===== config.mk =====
export PLATFORM = sky130hd
export DESIGN_NAME = sql_token_scanner
export DESIGN_NICKNAME = d
export VERILOG_FILES = /design/src/rtl/sts_pkg.sv /design/src/rtl/sts_scan.sv /design/src/rtl/sts_queue.sv /design/src/rtl/sql_token_scanner.sv
export SDC_FILE = /design/constraint.sdc
export NUM_CORES = 1
export LEC_CHECK = 0
export BUFFER_PORTS_ARGS = -buffer_cell sky130_fd_sc_hd__buf_2
export CORE_MARGIN = 2
export CORE_UTILIZATION = 57
export DETAILED_ROUTE_END_ITERATION = 8
export PLACE_DENSITY_LB_ADDON = 0.12
export SLEW_MARGIN = 10
export SYNTH_ARGS = -nofsm -noshare
export SYNTH_HDL_FRONTEND = slang
export SYNTH_SLANG_ARGS = --single-unit

===== constraint.sdc =====
create_clock -name i_clk -period 4.8 [get_ports i_clk]
set_clock_uncertainty 0.15 [all_clocks]
set_input_delay 0.72 -clock i_clk [delete_from_list [all_inputs] [get_ports i_clk]]
set_output_delay 0.72 -clock i_clk [all_outputs]
set_load 0.02 [all_outputs]

===== src/rtl/sts_pkg.sv =====
package sts_pkg;

    // Width of the running byte offset inside a query
    localparam int POS_BITS = 16;

    // Result queue geometry
    localparam int Q_DEPTH = 4;
    localparam int Q_AW    = $clog2(Q_DEPTH);
    localparam int Q_CW    = $clog2(Q_DEPTH + 1);

    // Most results one byte can cause
    localparam int MAX_PUSH = 3;

    // Token kinds
    localparam logic [4:0] KIND_END   = 5'd0;
    localparam logic [4:0] KIND_ERR   = 5'd1;
    localparam logic [4:0] KIND_NUM   = 5'd2;
    localparam logic [4:0] KIND_ID    = 5'd3;
    localparam logic [4:0] KIND_TEXT  = 5'd4;
    localparam logic [4:0] KIND_SEMI  = 5'd5;
    localparam logic [4:0] KIND_STAR  = 5'd6;
    localparam logic [4:0] KIND_LPAR  = 5'd7;
    localparam logic [4:0] KIND_RPAR  = 5'd8;
    localparam logic [4:0] KIND_COMMA = 5'd9;
    localparam logic [4:0] KIND_DOT   = 5'd10;
    localparam logic [4:0] KIND_EQ    = 5'd11;
    localparam logic [4:0] KIND_KW0   = 5'd12;

    // Characters of interest
    localparam logic [7:0] CH_SEMI  = 8'h3B;
    localparam logic [7:0] CH_STAR  = 8'h2A;
    localparam logic [7:0] CH_LPAR  = 8'h28;
    localparam logic [7:0] CH_RPAR  = 8'h29;
    localparam logic [7:0] CH_COMMA = 8'h2C;
    localparam logic [7:0] CH_DOT   = 8'h2E;
    localparam logic [7:0] CH_EQ    = 8'h3D;
    localparam logic [7:0] CH_SPACE = 8'h20;
    localparam logic [7:0] CH_LF    = 8'h0A;
    localparam logic [7:0] CH_QUOTE = 8'h27;
    localparam logic [7:0] CH_UNDER = 8'h5F;

    localparam logic [30:0] NUM_MAX = 31'h7FFF_FFFF;
    localparam logic [15:0] LEN_MAX = 16'hFFFF;
    localparam int          KW_NUM  = 16;
    localparam logic [15:0] KW_MAXLEN = 16'd7;

    // Keywords, packed first byte highest, right aligned
    localparam logic [55:0] KW_TEXT [KW_NUM] = '{
        "create", "table", "select", "from", "update", "into", "insert", "values",
        "delete", "set", "where", "orderby", "begin", "commit", "and", "or"
    };
    localparam logic [2:0] KW_LEN [KW_NUM] = '{
        3'd6, 3'd5, 3'd6, 3'd4, 3'd6, 3'd4, 3'd6, 3'd6,
        3'd6, 3'd3, 3'd5, 3'd7, 3'd5, 3'd6, 3'd3, 3'd2
    };

    typedef enum logic [2:0] {
        MODE_IDLE,
        MODE_NUM,
        MODE_ID,
        MODE_TEXT,
        MODE_HALT
    } t_mode;

    typedef struct packed {
        logic        last;
        logic [15:0] len;
        logic [15:0] start;
        logic [30:0] num;
        logic [4:0]  kind;
    } t_token;

    // Results of one byte, compacted from slot 0 up
    typedef struct packed {
        logic [1:0] cnt;
        t_token     tok2;
        t_token     tok1;
        t_token     tok0;
    } t_push;

    // Keyword kind for an identifier, or the identifier kind
    function automatic logic [4:0] kw_kind(logic [15:0] len, logic [55:0] prefix);
        logic [4:0] k;
        k = KIND_ID;
        for (int i = 0; i < KW_NUM; i++) begin
            if (len == 16'(KW_LEN[i]) && prefix == KW_TEXT[i]) begin
                k = KIND_KW0 + 5'(i);
            end
        end
        return k;
    endfunction

    // Token for whatever is pending in the given mode
    function automatic t_token flush_tok(t_mode mode, logic [30:0] acc,
                                         logic [15:0] start, logic [15:0] len,
                                         logic [55:0] prefix);
        t_token     t;
        logic [4:0] k;
        t = '0;
        k = kw_kind(len, prefix);
        case (mode)
            MODE_NUM: begin
                t.kind = KIND_NUM;
                t.num  = acc;
            end
            MODE_ID: begin
                t.kind = k;
                if (k == KIND_ID) begin
                    t.start = start;
                    t.len   = len;
                end
            end
            MODE_TEXT: begin
                t.kind  = KIND_TEXT;
                t.start = start;
                t.len   = len;
            end
            default: begin
                t = '0;
            end
        endcase
        return t;
    endfunction

endpackage


===== src/rtl/sts_scan.sv =====
module sts_scan
    import sts_pkg::*;
(
    input  logic       i_clk,
    input  logic       i_rst_n,
    input  logic       i_go,
    input  logic [7:0] i_byte,
    input  logic       i_final,
    output t_push      o_push
);

    t_mode                r_mode, s_mode, n_mode;
    logic [POS_BITS-1:0]  r_pos, n_pos;
    logic [POS_BITS-1:0]  r_start, s_start, n_start;
    logic [15:0]          r_len, s_len, n_len;
    logic [30:0]          r_acc, s_acc, n_acc;
    logic [55:0]          r_prefix, s_prefix, n_prefix;

    logic        c_digit, c_letter, c_space, c_quote, c_punct;
    logic [4:0]  punct_kind;
    logic [3:0]  digit;
    logic [34:0] acc_wide;
    logic        from_idle, mid_flush, scan_emit, final_flush;
    t_token      tok_a, tok_m, tok_d;
    logic        v_m;

    // Classify the byte
    assign c_digit  = (i_byte >= 8'h30) && (i_byte <= 8'h39);
    assign c_letter = ((i_byte >= 8'h61) && (i_byte <= 8'h7A))
                   || ((i_byte >= 8'h41) && (i_byte <= 8'h5A))
                   || (i_byte == CH_UNDER);
    assign c_space  = (i_byte == CH_SPACE) || (i_byte == CH_LF);
    assign c_quote  = (i_byte == CH_QUOTE);
    assign digit    = i_byte[3:0];

    always_comb begin
        c_punct    = 1'b1;
        punct_kind = KIND_ERR;
        case (i_byte)
            CH_SEMI:  punct_kind = KIND_SEMI;
            CH_STAR:  punct_kind = KIND_STAR;
            CH_LPAR:  punct_kind = KIND_LPAR;
            CH_RPAR:  punct_kind = KIND_RPAR;
            CH_COMMA: punct_kind = KIND_COMMA;
            CH_DOT:   punct_kind = KIND_DOT;
            CH_EQ:    punct_kind = KIND_EQ;
            default:  c_punct = 1'b0;
        endcase
    end

    // Decide which path the byte takes
    assign from_idle = (r_mode == MODE_IDLE)
                    || (r_mode == MODE_NUM && !c_digit)
                    || (r_mode == MODE_ID && !c_letter);
    assign mid_flush = (r_mode == MODE_NUM && !c_digit)
                    || (r_mode == MODE_ID && !c_letter)
                    || (r_mode == MODE_TEXT && c_quote);
    assign scan_emit = from_idle && !c_digit && !c_letter && !c_space && !c_quote;

    // acc * 10 + digit
    assign acc_wide = ({4'b0, r_acc} << 3) + ({4'b0, r_acc} << 1) + 35'(digit);

    // Next state: mode step, then reset at the last byte
    always_comb begin
        s_mode   = r_mode;
        s_start  = r_start;
        s_len    = r_len;
        s_acc    = r_acc;
        s_prefix = r_prefix;
        case (r_mode)
            MODE_NUM: begin
                if (c_digit) begin
                    s_acc = (acc_wide > 35'(NUM_MAX)) ? NUM_MAX : acc_wide[30:0];
                end
            end
            MODE_ID: begin
                if (c_letter) begin
                    if (r_len < KW_MAXLEN) begin
                        s_prefix = {r_prefix[47:0], i_byte};
                    end
                    if (r_len != LEN_MAX) begin
                        s_len = r_len + 16'd1;
                    end
                end
            end
            MODE_TEXT: begin
                if (c_quote) begin
                    s_mode = MODE_IDLE;
                end else if (r_len != LEN_MAX) begin
                    s_len = r_len + 16'd1;
                end
            end
            default: begin
                s_mode = r_mode;
            end
        endcase
        if (from_idle) begin
            s_mode = MODE_IDLE;
            if (c_digit) begin
                s_mode = MODE_NUM;
                s_acc  = 31'(digit);
            end else if (c_letter) begin
                s_mode   = MODE_ID;
                s_start  = r_pos;
                s_len    = 16'd1;
                s_prefix = 56'(i_byte);
            end else if (c_quote) begin
                s_mode  = MODE_TEXT;
                s_start = r_pos + POS_BITS'(1);
                s_len   = 16'd0;
            end else if (!c_space && !c_punct) begin
                s_mode = MODE_HALT;
            end
        end

        if (i_final) begin
            n_mode   = MODE_IDLE;
            n_pos    = '0;
            n_start  = '0;
            n_len    = '0;
            n_acc    = '0;
            n_prefix = '0;
        end else begin
            n_mode   = s_mode;
            n_pos    = r_pos + POS_BITS'(1);
            n_start  = s_start;
            n_len    = s_len;
            n_acc    = s_acc;
            n_prefix = s_prefix;
        end
    end

    // Outputs: build and compact the tokens of this byte
    assign final_flush = i_final
                      && (s_mode == MODE_NUM || s_mode == MODE_ID || s_mode == MODE_TEXT);

    always_comb begin
        tok_a = flush_tok(r_mode, r_acc, 16'(r_start), r_len, r_prefix);
        if (scan_emit) begin
            tok_m      = '0;
            tok_m.kind = c_punct ? punct_kind : KIND_ERR;
        end else begin
            tok_m = flush_tok(s_mode, s_acc, 16'(s_start), s_len, s_prefix);
        end
        v_m   = scan_emit || final_flush;
        tok_d = '0;
        tok_d.kind = KIND_END;

        o_push.tok0 = mid_flush ? tok_a : (v_m ? tok_m : tok_d);
        o_push.tok1 = mid_flush ? (v_m ? tok_m : tok_d) : tok_d;
        o_push.tok2 = tok_d;
        o_push.cnt  = 2'(mid_flush) + 2'(v_m) + 2'(i_final);

        o_push.tok0.last = (o_push.cnt == 2'd1);
        o_push.tok1.last = (o_push.cnt == 2'd2);
        o_push.tok2.last = (o_push.cnt == 2'd3);
    end

    // Hold state between bytes
    always_ff @(posedge i_clk) begin
        if (!i_rst_n) begin
            r_mode   <= MODE_IDLE;
            r_pos    <= '0;
            r_start  <= '0;
            r_len    <= '0;
            r_acc    <= '0;
            r_prefix <= '0;
        end else if (i_go) begin
            r_mode   <= n_mode;
            r_pos    <= n_pos;
            r_start  <= n_start;
            r_len    <= n_len;
            r_acc    <= n_acc;
            r_prefix <= n_prefix;
        end
    end

endmodule


===== src/rtl/sts_queue.sv =====
module sts_queue
    import sts_pkg::*;
(
    input  logic   i_clk,
    input  logic   i_rst_n,
    input  logic   i_push_en,
    input  t_push  i_push,
    input  logic   i_pop_ready,
    output logic   o_room,
    output logic   o_valid,
    output t_token o_tok
);

    t_token          r_mem [Q_DEPTH];
    logic [Q_AW-1:0] r_rd, n_rd;
    logic [Q_AW-1:0] r_wr, n_wr;
    logic [Q_CW-1:0] r_count, n_count;
    logic [1:0]      push_cnt;
    logic            pop;
    t_token          toks [MAX_PUSH];

    assign toks[0]  = i_push.tok0;
    assign toks[1]  = i_push.tok1;
    assign toks[2]  = i_push.tok2;
    assign push_cnt = i_push_en ? i_push.cnt : 2'd0;

    assign o_valid = (r_count != '0);
    assign o_tok   = r_mem[r_rd];
    assign pop     = o_valid && i_pop_ready;
    // Room for a full burst regardless of the pop
    assign o_room  = (r_count <= Q_CW'(Q_DEPTH - MAX_PUSH));

    // Advance pointers and count
    always_comb begin
        n_rd    = pop ? r_rd + Q_AW'(1) : r_rd;
        n_wr    = r_wr + Q_AW'(push_cnt);
        n_count = r_count + Q_CW'(push_cnt) - Q_CW'(pop);
    end

    always_ff @(posedge i_clk) begin
        if (!i_rst_n) begin
            r_rd    <= '0;
            r_wr    <= '0;
            r_count <= '0;
        end else begin
            r_rd    <= n_rd;
            r_wr    <= n_wr;
            r_count <= n_count;
        end
    end

    // Write the compacted tokens
    always_ff @(posedge i_clk) begin
        for (int j = 0; j < MAX_PUSH; j++) begin
            if (2'(j) < push_cnt) begin
                r_mem[r_wr + Q_AW'(j)] <= toks[j];
            end
        end
    end

endmodule


===== src/rtl/sql_token_scanner.sv =====
// An accepted byte is held in the input register, then its tokens are written to
// the result queue. Throughput: one byte per cycle while each byte gives at most
// one token and the output is not stalled; a byte giving two or three tokens holds
// back later bytes while the single-read result queue (four entries) drains them.
// Reset: i_rst_n synchronous, active low; returns to idle at offset zero, queue empty.
module sql_token_scanner
    import sts_pkg::*;
(
    input  logic        i_clk,
    input  logic        i_rst_n,
    input  logic        s_axis_tvalid,
    output logic        s_axis_tready,
    input  logic [7:0]  s_axis_tdata,   // [7:0] in_byte
    input  logic        s_axis_tlast,   // is_final
    output logic        m_axis_tvalid,
    input  logic        m_axis_tready,
    output logic [63:0] m_axis_tdata,   // [30:0] number_value, [46:31] token_start,
                                        // [62:47] token_length, [63] zero
    output logic [4:0]  m_axis_tuser,   // [4:0] token_kind
    output logic        m_axis_tlast    // last_of_run
);

    logic       r_in_valid;
    logic [7:0] r_in_byte;
    logic       r_in_final;
    logic       room;
    logic       go;
    t_push      push;
    t_token     tok;

    assign go            = r_in_valid && room;
    assign s_axis_tready = !r_in_valid || go;

    // Input register
    always_ff @(posedge i_clk) begin
        if (!i_rst_n) begin
            r_in_valid <= 1'b0;
        end else if (s_axis_tready) begin
            r_in_valid <= s_axis_tvalid;
        end
    end

    always_ff @(posedge i_clk) begin
        if (s_axis_tready && s_axis_tvalid) begin
            r_in_byte  <= s_axis_tdata;
            r_in_final <= s_axis_tlast;
        end
    end

    sts_scan u_scan (
        .i_clk   (i_clk),
        .i_rst_n (i_rst_n),
        .i_go    (go),
        .i_byte  (r_in_byte),
        .i_final (r_in_final),
        .o_push  (push)
    );

    sts_queue u_queue (
        .i_clk       (i_clk),
        .i_rst_n     (i_rst_n),
        .i_push_en   (go),
        .i_push      (push),
        .i_pop_ready (m_axis_tready),
        .o_room      (room),
        .o_valid     (m_axis_tvalid),
        .o_tok       (tok)
    );

    // Pack the result request
    assign m_axis_tdata = {1'b0, tok.len, tok.start, tok.num};
    assign m_axis_tuser = tok.kind;
    assign m_axis_tlast = tok.last;

endmodule


==> results.md, run 1 <==
* CP Class: reg2reg
* Crit-path max cell delay at approximately 0.49 ns
* Final hold violation count at 0
* Hold Crit Endpoint: r_in_final
* Post-route DRC at 0
* Final worst-path cycle share at 1.00
* Layout cells sized above 1 at 0.215
* Initial antenna violation count at 0
* Synth unique cells at 96
* Yosys warning count at 0
* I/O Buffers at just over 80
* Syn Inst Count at 2929
* Die area at between 40000 and 50000 um2
* Syn-to-layout area delta at 20.3%
* Worst hold path type: in2reg
* Max-Slew Margin vs Limit at 0.284
* #FFs+latches synth at roughly 430
* Required time worst endpoint at just over 5 ns
* Clock Path Buffers at 3
* Post-Place Cells at 3700
* First-pass GRT wire length at around 150000 um
* Die extent in x at between 200 and 250 um
* Final Util at 0.696
* Worst-margin pin slew at 1.07 ns
* Met2 Routed Length at 45700 um
* GRT Overall Usage at 0.437
* Crit-path max FO at 8
* Clock sink count at about 430
* CP cell instances: nor4_2 > buf_4 > and4_1 > buf_4 > nand4_4 > buf_4 > o221a_2 > or3b_1 > buf_4 > nor3_2 > nor4b_1 > a211oi_2 > nand4b_1 > o21ai_4 > buf_4 > a32o_1 > a22o_1
* FF-to-FF Start: u_scan.r_len[10]
* Cell mode on critical path: buf_4
* Met3 WL at between 10000 and 15000 um
* Final ANT Viol Nets at 0
* End of the worst register-to-register path: u_queue.r_mem[1][62]
* Post-placement worst setup slack at -0.120 ns
* Worst setup margin at -0.0192 ns
* Drt pass-1 iters at 9
* Vias at 26800
* Max-slew violations at 0
* Number of H-tree levels at 2
* Pwr Density at approximately 310 nW/um2
* Failing checks: setup timing
* Seq/Total Area, Yosys at 0.352
* Hold Path Depth at 1
* Worst vdd ir at 467 uV
* Status: complete, but fails checks
* Overflow after GRT at 0
* Avg Vias per Cell at 7.02
* Post-synth EDFFs at 13
* Worst setup EP type: flop
* Drt first-iter violations at 3693
* Synthesized area at 25000 um2
* DRT met1 WL at approximately 38000 um
* Reg2Reg Depth at 17
* Hold path startpoint: s_axis_tlast
* DPL Wire Length at ~72000 um
* Core area at about 43000 um2
* RSZ-0062 raised after global routing: yes
* # nets final at approximately 3300
* Fmax achieved at 208 MHz
* Mapped Avg Cell Area at 8.53 um2
* Die height at ~210 um
* CP Buf/Inv Count at 5
* Clk root buf: clkbuf_16
* Final setup fails at 4
* Vias in the first global route at ~26000
* Critical path arrival at ~5 ns
* Initial core utilization at 0.579
* Max-Cap Viols at 0
* Ys async rst share at 0
* Non-Filler Instances at approximately 3800
* CTS tree: built
* TritonCTS Buffers at 47
* Average wire per standard cell at about 27 um
* Period minus WS final at about 4.8 ns
* Number of cells on the critical path at 17
* Worst setup SP type: flop
* Ports at 85
* Largest net degree at the start of global routing at 98
* Max Used Layer: met4
* Pleak at 11.3 nW
* Main flop type after synthesis: dfxtp_1
* Final Wtd Congestion at roughly 1.1
* Slowest CP cell: nor4b_1
* R2R setup slack at -0.02 ns
* CP top delay family: simple AND/OR/NAND/NOR gates
* Row count at 76
* Clk_lat worst skew at roughly 0.6 ns
* Mapped Nets at 3016
* Clock-pin slew on the worst setup and hold paths at 0.06 ns
* Final wirelength at about 100000 um
-- cell families (layout without fill, tap and decap cells) --
kind of cell / count (synthesis) / count (layout) / synth area share
simple gates: 1124 / 1125 / 0.231
flops: 433 / 433 / 0.352
compound gates: 910 / 910 / 0.256
xor+xnor: 32 / 32 / 0.0112
other cells: 1 / 3 / 0.000150
mux: 82 / 82 / 0.0675
fa+ha+maj: 74 / 74 / 0.0383
buf+inv: 273 / 566 / 0.0438
-- layout by cell type, fill, tap and decap left out, types with 23 or more instances in the layout --
cell type / synthesis / final
nand3_1: 60 / 57
clkbuf_16: 0 / 52
nand2_1: 302 / 302
o21ai_1: 3 / 24
nor2_1: 233 / 223
nor2b_1: 108 / 108
nand2b_1: 26 / 26
o211ai_1: 29 / 29
ha_1: 70 / 69
nor3_1: 76 / 69
inv_1: 51 / 51
and2_1: 85 / 85
o22ai_1: 29 / 29
and3_1: 31 / 29
nor4_1: 44 / 35
nand4_1: 36 / 36
a22oi_1: 111 / 111
buf_2: 28 / 82
a22o_1: 122 / 122
a31oi_1: 34 / 33
a21oi_1: 119 / 112
o221ai_1: 71 / 68
buf_4: 3 / 324
dfxtp_1: 420 / 418
a21o_1: 23 / 23
mux4_2: 69 / 69
o21ai_0: 204 / 180
-- cell usage after synthesis (all sizes together) (8+ instances only) --
cell,instances,area [um2]
a211oi,12,90.1
a21boi,8,60.1
a21o,23,173
a21oi,120,604
a221o,9,90.1
a22o,122,1070
a22oi,111,833
a31oi,34,213
a32o,8,80.1
a32oi,8,70.1
a41oi,14,123
and2,85,532
and3,31,194
buf,53,268
clkbuf,169,634
dfxtp,420,8410
edfxtp,13,390
ha,70,876
inv,51,191
mux2i,11,110
mux4,69,1550
nand2,306,1160
nand2b,26,163
nand3,63,330
nand4,39,272
nand4b,13,114
nor2,234,881
nor2b,108,676
nor3,78,400
nor4,47,322
nor4b,10,93.8
o211ai,29,218
o21a,22,165
o21ai,210,1070
o221ai,71,622
o22ai,29,181
or2,16,103
or3,22,138
or4,12,93.8
xnor2,22,193
xor2,10,87.6
-- repair_timing --
action | CTS | global route
setup buffers | 3 | 17
gates resized for setup | 17 | 71
setup endpoints to repair | 161 | 276
hold buffers | 0 | 0
gates cloned | 1 | 0
pin swaps | 3 | 10
endpoints found under the hold margin | 0 | 0
-- metrics by stage --
stage	hold WS (ns)	total power [W]	instance area, um2	setup TNS (ns)
after floorplan	0.260	0.00493	25000	0
after global placement	0.273	0.00557	27900	-1.14
after detailed placement	0.274	0.00561	27900	-2.48
after CTS	0.129	0.00936	29600	0
after global routing	0.142	0.00966	30000	-1.26
final	0.145	0.00944	30100	-0.0504
-- final cells by class --
type	count	area (um2)
multi-input cells	2224	15500
fillers	3376	13100
flip-flops and latches	433	8810
repair buffers	428	3230
clock buffers	72	1480
well taps	585	732
inverters	51	191
clock inverters	15	151
diodes	2	5.00
-- flip-flops by register name, summed over array words and instances (netlist names), 2 cells and up, named ones only --
signal           cells
u_queue.r_mem      276
u_scan.r_prefix     56
u_scan.r_start      16
u_scan.r_acc        31
u_queue.r_rd         2
u_scan.r_mode        3
u_queue.r_wr         2
u_queue.r_count      3
u_scan.r_len        16
u_scan.r_pos        16
r_in_byte            8
-- worst max path at each step --
stage | start | endpoint | slack (ns)
6_report | u_scan.r_len[10] | u_queue.r_mem[1][62] | -0.02
4_1_cts | r_in_byte[2] | u_queue.r_mem[3][60] | 0.007
3_3_place_gp | r_in_byte[5] | u_queue.r_mem[1][48] | -0.1
2_1_floorplan | r_in_byte[2] | u_queue.r_mem[3][68] | 0.25
3_5_place_dp | r_in_byte[2] | u_queue.r_mem[1][47] | -0.12
5_1_grt | r_in_byte[2] | u_queue.r_mem[3][41] | -0.06
-- metal layers --
| metal | vias to the layer above | global-route usage |
|---|---|---|
| li1 | 11600 | - |
| met1 | 12900 | 0.547 |
| met2 | 1869 | 0.682 |
| met3 | 424 | 0.107 |
| met4 | 0 | 0.262 |
| met5 | - | 0 |
-- report_power, final --
group / total, W / leakage (nW) / switching [W] / internal (W)
logic: 0.00175 / 7.03 / 0.00110 / 0.000651
clock network: 0.00380 / 0.811 / 0.00156 / 0.00224
registers: 0.00388 / 3.51 / 0.000169 / 0.00371
(Power assumes the default switching activity.)
==> run 2: changes to the inputs <==
--- a/config.mk
+++ b/config.mk
@@ -7,10 +7,12 @@
 export LEC_CHECK = 0
 export BUFFER_PORTS_ARGS = -buffer_cell sky130_fd_sc_hd__buf_2
 export CORE_MARGIN = 2
-export CORE_UTILIZATION = 57
+export CORE_UTILIZATION = 58
+export CTS_BUF_LIST = sky130_fd_sc_hd__clkbuf_8 sky130_fd_sc_hd__clkbuf_16
 export DETAILED_ROUTE_END_ITERATION = 8
 export PLACE_DENSITY_LB_ADDON = 0.12
 export SLEW_MARGIN = 10
 export SYNTH_ARGS = -nofsm -noshare
 export SYNTH_HDL_FRONTEND = slang
+export SYNTH_HIERARCHICAL = 1
 export SYNTH_SLANG_ARGS = --single-unit
==> results.md, run 2 <==
* Avg Vias per Cell at between 7 and 8
* Pwr Density at 292 nW/um2
* Syn Inst Count at between 2000 and 3000
* CTS tree: built
* CP top delay family: simple AND/OR/NAND/NOR gates
* Final setup fails at between 200 and 300
* Failing checks: capacitance limit, slew limit, setup timing
* Average wire per standard cell at 29.9 um
* Drt first-iter violations at between 3000 and 4000
* Hold path startpoint: s_axis_tlast
* Clk root buf: clkbuf_16
* Clock sink count at 433
* Die area at between 50000 and 60000 um2
* Yosys top cell area share at 0.276
* Pleak at 17.0 nW
* Most frequent cells after synthesis: mux2_2 (533), edfxtp_1 (285), nor2_1 (248)
* Clock Path Buffers at 3
* I/O Buffers at 83
* Max-Slew Margin vs Limit at -0.113
* Largest net degree at the start of global routing at 70
* Top register by number of flip-flops: u_queue/r_mem
* Max-Cap Viols at 1
* Worst setup SP type: flop
* Biggest registers after layout: u_queue/r_mem: 276 flops, u_scan/r_prefix: 56 flops, u_scan/r_acc: 31 flops
* CP Class: reg2reg
* CP Buf/Inv Count at 3
* Largest cells by area after synthesis: edfxtp_1 (28%), mux2_2 (19%), dfxtp_1 (9.6%)
* Hold Crit Endpoint: r_in_final
* First-pass GRT wire length at about 170000 um
* Final worst-path cycle share at 1.13
* Critical path arrival at 5.65 ns
* Reg2Reg Depth at 17
* Number of H-tree levels at 2
* Area of the multi-input gates at 21600 um2
* CTS hold repair buffers at 0
* FF/Latch Area at 11500 um2
* Non-Filler Instances at ~4100
* Required time worst endpoint at ~5.0 ns
* Worst hold path type: in2reg
* Fillcell total at approximately 3100
* RSZ-0062 raised after global routing: yes
* GRT Overall Usage at 0.395
* Placed inst area at around 36000 um2
* Post-Place Cells at 3948
* Worst setup EP type: flop
* Crit-path max cell delay at approximately 0.54 ns
* Synthesized area at approximately 31000 um2
* Fmax achieved at about 180 MHz
* Synth unique cells at approximately 100
* # nets final at roughly 3400
* Total Neg Setup Slack at -105.06 ns
* Layout cells sized above 1 at 0.434
* Final Util at 0.765
* Main flop type after synthesis: edfxtp_1
* End of the worst register-to-register path: u_queue/r_mem[1][36]
* Worst vdd ir at roughly 330 uV
* Syn-to-layout area delta at 30.1%
* Hold slack at around 0.12 ns
* Max reg flops at approximately 280
* Ys async rst share at 0
* Initial antenna violation count at 3
* Core area at ~53000 um2
* Status: complete, but fails checks
* Initial core utilization at 0.588
* Max-slew violations at 10
* Crit-path max FO at 8
* Final wirelength at 122000 um
* Post-synth EDFFs at ~290
* Period minus WS final at ~5.4 ns
* Post-route design area at between 40000 and 50000 um2
* R2R setup slack at -0.61 ns
* Number of cells on the critical path at 17
* Final hold violation count at 0
* Final ANT Viol Nets at 0
* #FFs+latches synth at approximately 430
* Final Wtd Congestion at 1.00
* Post-synth top area cell: edfxtp_1
* Vias at around 29000
* Yosys warning count at 6
* Hold Path Depth at 1
* TritonCTS Buffers at 49
* DPL Wire Length at 72900 um
* Most common cell after layout, fill and taps aside: mux2_4
* Cell mode on critical path: mux2_4
* Worst setup margin at -0.612 ns
* Commonest cells after routing, fill and taps aside: mux2_4 (501), buf_4 (366), edfxtp_1 (285)
* Drt pass-1 iters at 8
* Mapped Avg Cell Area at a little over 10 um2
* Seq/Total Area, Yosys at 0.372
* Clk_lat worst skew at about 0.63 ns
* Worst-margin pin slew at approximately 1.7 ns
* FF-to-FF Start: r_in_byte[5]
* Post-route DRC at 0
* Vias in the first global route at between 20000 and 30000
* Slowest CP cell: or4_4
* Die extent in x at approximately 240 um
* Top-count cell post-synth: mux2_2
* CP cell instances: or3b_4 > o311ai_4 > a21boi_4 > o211ai_1 > or3_4 > or4_4 > and4b_1 > or4b_4 > o2111ai_4 > nor2_4 > buf_6 > a22oi_4 > buf_12 > clkbuf_16 > nor4_2 > mux2_4 > mux2_4
* Overflow after GRT at 0
* Row count at 84
* Die height at ~240 um
* Clock-pin slew on the worst setup and hold paths at ~0.07 ns
* Ports at between 80 and 90
-- run 2: cell types whose count changed after synthesis, sizes merged, moves of 115 or more --
cell	before	now
mux2	2	557
dfxtp	420	148
edfxtp	13	285
buf	53	197
a22o	122	7
-- run 2: power by group --
| part | internal [W] | leakage [nW] | switching, W | total, W |
|---|---|---|---|---|
| Clock | 0.00204 | 0.781 | 0.00171 | 0.00375 |
| Sequential | 0.00428 | 3.86 | 0.000245 | 0.00453 |
| Combinational | 0.00144 | 12.4 | 0.00205 | 0.00349 |
| Total | 0.00776 | 17.0 | 0.00400 | 0.0118 |
-- run 2: layout make-up --
type	count	area share
timing repair buffer	540	0.114
tap	688	0.0214
inverter	53	0.00494
sequential	433	0.286
clock buffer	51	0.0317
clock inverter	37	0.00643
antenna	3	0.000186
multi-input combinational	2285	0.535
-- run 2: stage by stage --
| stage | setup slack, ns | total power [W] |
|---|---|---|
| after CTS | -0.404 | 0.0114 |
| after global routing | -0.694 | 0.0120 |
| after detailed placement | -0.549 | 0.00761 |
| final | -0.612 | 0.0118 |
| after global placement | -0.500 | 0.00753 |
| after floorplan | -0.688 | 0.00660 |
-- run 2: worst register-to-register path, cell delays in order, from the launching register on --
cell       delay, ns
edfxtp_1        0.49
or3b_4          0.45
o311ai_4        0.28
a21boi_4        0.33
o211ai_1        0.15
or3_4           0.41
or4_4           0.54
and4b_1         0.31
or4b_4          0.52
o2111ai_4       0.11
nor2_4          0.08
buf_6           0.13
a22oi_4         0.16
buf_12          0.16
clkbuf_16       0.17
nor4_2          0.09
mux2_4          0.36
mux2_4          0.28
-- run 2: worst max path at each step --
stage / from / to / slack (ns)
after floorplan: r_in_byte[1] / u_queue/r_mem[0][0] / -0.69
after detailed placement: u_scan/r_mode[1] / u_queue/r_mem[2][36] / -0.55
after global placement: u_scan/r_mode[1] / u_queue/r_mem[1][36] / -0.50
final: r_in_byte[5] / u_queue/r_mem[1][36] / -0.61
after global routing: r_in_byte[3] / u_queue/r_mem[1][19] / -0.69
after CTS: r_in_byte[5] / u_queue/r_mem[3][58] / -0.40
-- run 2: timing repair --
action	4_1_cts	5_1_grt
buffers inserted	22	36
gates resized for setup	338	236
pin swaps	45	64
setup endpoints to repair	262	292
gates cloned	3	3
-- run 2: logic make-up after synthesis --
| kind of cell | synth area share |
|---|---|
| buffers and inverters | 0.0653 |
| flip-flops | 0.372 |
| other | 0.000242 |
| multiplexers | 0.259 |
| AND/OR/NAND/NOR | 0.147 |
| XOR/XNOR | 0.00961 |
| AO/OA/AOI/OAI | 0.116 |
| adder cells (fa/ha/maj) | 0.0309 |
-- run 2: per-layer routing --
metal	global-route usage	vias up	wire length, um
met2	0.672	2211	56800
met5	0	-	7
li1	-	11900	-
met1	0.494	14000	44900
met4	0.176	2	8100
met3	0.0654	640	12600
